===== config.mk =====
export PLATFORM = sky130hd
export DESIGN_NAME = crc16fc_core
export DESIGN_NICKNAME = d
export VERILOG_FILES = /design/src/hw/rtl/crc16fc_pkg.sv /design/src/hw/rtl/crc16fc_core.sv
export SDC_FILE = /design/constraint.sdc
export NUM_CORES = 1
export LEC_CHECK = 0
export CAP_MARGIN = 30
export CORE_MARGIN = 2
export CORE_UTILIZATION = 30
export CTS_CLUSTER_DIAMETER = 100
export DETAILED_ROUTE_END_ITERATION = 10
export DONT_BUFFER_PORTS = 1
export MAX_ROUTING_LAYER = met4
export PLACE_DENSITY = 0.52
export SLEW_MARGIN = 25
export SYNTH_ARGS = -nofsm -noshare
export SYNTH_HDL_FRONTEND = slang
export SYNTH_SLANG_ARGS = --single-unit
export TNS_END_PERCENT = 20

===== constraint.sdc =====
create_clock -name i_clk -period 9.5 [get_ports i_clk]
set_clock_uncertainty 0.15 [all_clocks]
set_input_delay 2.375 -clock i_clk [delete_from_list [all_inputs] [get_ports i_clk]]
set_output_delay 2.375 -clock i_clk [all_outputs]
set_load 0.02 [all_outputs]

===== src/hw/rtl/crc16fc_pkg.sv =====
// Package for the CRC-16/ARC frame checker: header byte positions,
// the result record and the bytewise CRC update. No dependencies.
package crc16fc_pkg;

    localparam int unsigned POS_W   = 17;
    localparam int unsigned COUNT_W = POS_W + 1;

    localparam logic [POS_W-1:0] POS_TYPE   = 17'd0;
    localparam logic [POS_W-1:0] POS_ID0    = 17'd1;
    localparam logic [POS_W-1:0] POS_ID1    = 17'd2;
    localparam logic [POS_W-1:0] POS_ID2    = 17'd3;
    localparam logic [POS_W-1:0] POS_ID3    = 17'd4;
    localparam logic [POS_W-1:0] POS_LEN0   = 17'd5;
    localparam logic [POS_W-1:0] POS_LEN1   = 17'd6;
    localparam logic [POS_W-1:0] POS_CRC0   = 17'd7;
    localparam logic [POS_W-1:0] POS_CRC1   = 17'd8;
    localparam logic [POS_W-1:0] HDR_BYTES  = 17'd9;
    localparam logic [POS_W-1:0] POS_MAX    = 17'h1FFFF;

    localparam logic [15:0] CRC_POLY_REFL = 16'hA001;

    localparam int unsigned OUT_TDATA_W = 96;

    typedef struct packed {
        logic        [7:0]  frame_type;
        logic signed [31:0] fragment_id;
        logic        [15:0] payload_length;
        logic        [15:0] crc_received;
        logic        [15:0] crc_computed;
        logic               crc_ok;
        logic               length_mismatch;
    } t_result;

    // Reflected CRC-16, one byte, no final xor.
    function automatic logic [15:0] crc16_arc_byte(input logic [15:0] crc_in,
                                                   input logic [7:0]  data);
        logic [15:0] crc;
        crc = crc_in ^ {8'h00, data};
        for (int k = 0; k < 8; k++) begin
            if (crc[0]) begin
                crc = (crc >> 1) ^ CRC_POLY_REFL;
            end else begin
                crc = crc >> 1;
            end
        end
        return crc;
    endfunction

endpackage


===== src/hw/rtl/crc16fc_core.sv =====
// Datagram state: header capture, byte count and running CRC.
// Presents the result of the current beat combinationally. Uses crc16fc_pkg.
module crc16fc_core
    import crc16fc_pkg::*;
(
    input  logic        i_clk,
    input  logic        i_rst_n,
    input  logic        i_en,
    input  logic [7:0]  i_byte,
    input  logic        i_last,
    output t_result     o_result
);

    logic [POS_W-1:0] r_pos,  n_pos;
    logic [7:0]       r_type, n_type;
    logic [31:0]      r_id,   n_id;
    logic [15:0]      r_len,  n_len;
    logic [15:0]      r_crc_rx, n_crc_rx;
    logic [15:0]      r_crc,  n_crc;
    logic [POS_W-1:0] w_pay_idx;
    logic [COUNT_W-1:0] w_count;
    logic [COUNT_W-1:0] w_expect;

    assign w_pay_idx = r_pos - HDR_BYTES;

    always_comb begin
        n_type   = r_type;
        n_id     = r_id;
        n_len    = r_len;
        n_crc_rx = r_crc_rx;
        n_crc    = r_crc;
        case (r_pos)
            POS_TYPE: n_type         = i_byte;
            POS_ID0:  n_id[7:0]      = i_byte;
            POS_ID1:  n_id[15:8]     = i_byte;
            POS_ID2:  n_id[23:16]    = i_byte;
            POS_ID3:  n_id[31:24]    = i_byte;
            POS_LEN0: n_len[7:0]     = i_byte;
            POS_LEN1: n_len[15:8]    = i_byte;
            POS_CRC0: n_crc_rx[7:0]  = i_byte;
            POS_CRC1: n_crc_rx[15:8] = i_byte;
            default: begin
                if (w_pay_idx < {1'b0, r_len}) begin
                    n_crc = crc16_arc_byte(r_crc, i_byte);
                end
            end
        endcase
        n_pos = (r_pos < POS_MAX) ? r_pos + 1'b1 : r_pos;
    end

    assign w_count  = {1'b0, r_pos} + 1'b1;
    assign w_expect = {1'b0, HDR_BYTES} + {2'b00, n_len};

    always_comb begin
        o_result.frame_type      = n_type;
        o_result.fragment_id     = n_id;
        o_result.payload_length  = n_len;
        o_result.crc_received    = n_crc_rx;
        o_result.crc_computed    = n_crc;
        o_result.crc_ok          = (n_crc == n_crc_rx);
        o_result.length_mismatch = (w_count != w_expect);
    end

    always_ff @(posedge i_clk) begin
        if (!i_rst_n) begin
            r_pos    <= '0;
            r_type   <= '0;
            r_id     <= '0;
            r_len    <= '0;
            r_crc_rx <= '0;
            r_crc    <= '0;
        end else if (i_en) begin
            if (i_last) begin
                r_pos    <= '0;
                r_type   <= '0;
                r_id     <= '0;
                r_len    <= '0;
                r_crc_rx <= '0;
                r_crc    <= '0;
            end else begin
                r_pos    <= n_pos;
                r_type   <= n_type;
                r_id     <= n_id;
                r_len    <= n_len;
                r_crc_rx <= n_crc_rx;
                r_crc    <= n_crc;
            end
        end
    end

endmodule


==> out/qor.csv <==
metric;value;unit
ys_seq_area_share;28.1;%
p_int;0.658;mW
setup_viol;0;
synth_top_area_share;28.1;%
min_period;8080;ps
clock_path_buffers;2;
antenna_cells;0;
ys_warn_count;0;
cts_num_sinks;105;
drtPass1Iterations;4;
min_to;r_crc[6];
hold_class;flop to flop;
switchingPower;0.241;mW
drtAntennaViolNets;0;
num_vias;6458;
clkPwrFrac;42.6;%
final_nets;916;
path_clk_slew;80;ps
drc;0;
post_drt_via_cell_ratio;5.33;
track_usage;18.6;%
antenna_found_initial;0;
leakage;2.89;nW
cp.required;6980;ps
cts_tree;yes;
grt_setup_unrepaired;no;
clkLatencyLatePin;370;ps
finalHoldViolCount;0;
cpMaxStageDelayCell;o21ai_0;
r2r-end;r_crc[0];
crit_fanout;18;
dpl.hpwl;16700;um
start_util;30.7;%
worstMarginPinSlew;961;ps
setup_tns;0;ps
grt_pass1_vias;6268;
worstSetupEndpointType;output port;
cts_resized;0;
syn_inst;933;
wl_per_cell;19.7;um
dieWidth;162;um
maxSlewViolCount;0;
grt_pass1_wl;37000;um
ys_async_sr_fraction;0;%
critical_path_arrival;5550;ps
avgSynthCellArea;8.02;um^2
relSlewSlack;35.9;%
yosys_register_bits;105;
path_class;flop to output port;
seq_power_share;49.4;%
synth-edff-count;0;
die_h;162;um
die_area;0.0262;mm^2
yosysMostFrequentCell;dfxtp_1;
drive_gt1_share;8.67;%
p_per_area;113;mW/mm^2
htree_levels;3;
routed_wl;23800;um
holdPathStages;2;
synth_nets;965;
startpoint;r_pos[5];
cp_cell_sequence;or4_1, or2_2, nor4_1, xor2_1, ha_1, o21ai_0, nor3_1, nor2_1, and2_1, nand2_1, o21ai_0, xnor2_1, nor4_2;
synth_area;0.00748;mm^2
synth.distinct_cells;60;
max_freq;124;MHz
holdCritStartpoint;r_crc[6];
num_io_pins;102;
cap_viol_max_count;0;
grt_start_max_net_pins;107;
p_comb_share;8.0;%
synth_common_cells;dfxtp_1, nand2_1, nor2b_1;
drtIter0Drc;446;
path_common_cell;o21ai_0;
r2r-start;r_pos[5];
core-area;0.0244;mm^2
dpl-instance-area;0.00767;mm^2
io_buffers;0;
outcome;finished clean;
r2r_cells;13;
rows;57;
peakVddDrop;0.105;mV
synthFlopType;dfxtp_1;
gp_routability_congestion;0.910;
reg2reg_slack;4460;ps
postLayoutCellArea;0.00796;mm^2
area_growth;6.44;%
grt-ovfl-total;0;
synthTopCellsByArea;dfxtp_1, a22oi_1, xnor2_1;
start_kind;flop;
fillerInstances;2590;
synth.largest_area_cell;dfxtp_1;
fin_crit_sh;85.0;%
crit_path_max_incr_delay;860;ps
holdBufCountCts;0;
post_cts_buffers;0;
p_sw_share;26.8;%
root_buffer;clkbuf_16;
cts_buffers;9;
total_power;0.899;mW
power by group through the flow:
stage,sequential (mW),combinational [mW],clock (mW)
floorplan,0.453,0.0676,0
global placement,0.454,0.0726,0
detailed placement,0.454,0.0729,0
CTS,0.444,0.0732,0.393
global route,0.444,0.0793,0.409
finish,0.444,0.0722,0.383
placed cells by master, fill, tap and decap left out, types with 3 or more instances in the layout:
master,count
dfxtp_1,105
nand2_1,73
nor2b_1,68
a22oi_1,67
xnor2_1,56
inv_1,51
nor2_1,44
o21ai_0,40
mux2_2,37
mux2i_1,31
and2_1,29
xor2_1,26
nor3_1,26
a21oi_1,23
nand3_1,21
ha_1,20
o22ai_1,15
nand4_1,13
and3_1,12
a21boi_0,10
a31oi_1,9
clkbuf_16,9
or3_1,7
o211ai_1,7
or4_1,6
or2_2,6
a22o_1,6
buf_4,6
nor4_1,5
a21o_1,5
nand2b_1,4
nor4_2,3
or4bb_1,3
o21a_1,3
and4_1,3
layout make-up:
type                            instances  area, um^2  share of cell area, %
Multi-Input combinational cell        708        4920                   61.8
Sequential cell                       105        2100                   26.4
Tap cell                              324         405                   5.09
Clock buffer                           10         239                   3.00
Inverter                               52         195                   2.45
Timing Repair Buffer                    8        53.8                  0.676
Clock inverter                          5        48.8                  0.613
worst max path at each step:
stage,to,slack [ps],cells after the start
after floorplan,o_result[1],1970,10
after global placement,o_result[0],1860,11
after detailed placement,o_result[1],1860,13
after CTS,o_result[1],1440,13
after global routing,o_result[1],1080,13
final,o_result[1],1420,13
registers in the layout (all words and copies together) (netlist names):
| register | cells |
|---|---|
| r_type | 8 |
| r_len | 16 |
| r_pos | 17 |
| r_crc_rx | 16 |
| r_crc | 16 |
| r_id | 32 |
critical path: cells and delay by family, from the launching register on:
kind | cells | cell delay, ps
and+or+nand+nor | 8 | 3020
xor gates and xnor gates | 2 | 390
adders and majority gates | 1 | 270
AOI/OAI and AO/OA | 2 | 1050
DFF | 1 | 440
cell families (layout without fill, tap and decap cells):
| group | Yosys count | in the layout | synth area share, % |
|---|---|---|---|
| flops | 105 | 105 | 28.1 |
| compound gates | 204 | 204 | 18.2 |
| xor+xnor | 83 | 83 | 9.90 |
| fa+ha+maj | 20 | 20 | 3.35 |
| buf+inv | 120 | 75 | 6.39 |
| simple gates | 333 | 333 | 24.3 |
| mux | 68 | 68 | 9.72 |
metrics by stage:
step           cells  setup slack, ps  hold WS (ps)  utilization [%]
2_1_floorplan    933             1970           322                -
3_3_place_gp    1195             1860           344             31.4
3_5_place_dp    1197             1860           348             31.5
4_1_cts         1212             1440           360             32.6
5_1_grt         1212             1080           390             32.6
6_report        1212             1420           354             32.6
routing by layer:
layer	vias up	global-route usage (%)	routed length, um
li1	3179	-	-
met1	3066	24.3	11100
met2	188	28.0	10400
met3	25	5.92	1870
met4	0	4.75	414
met5	-	-	0
Note: power is estimated with default switching activity, not from simulation.
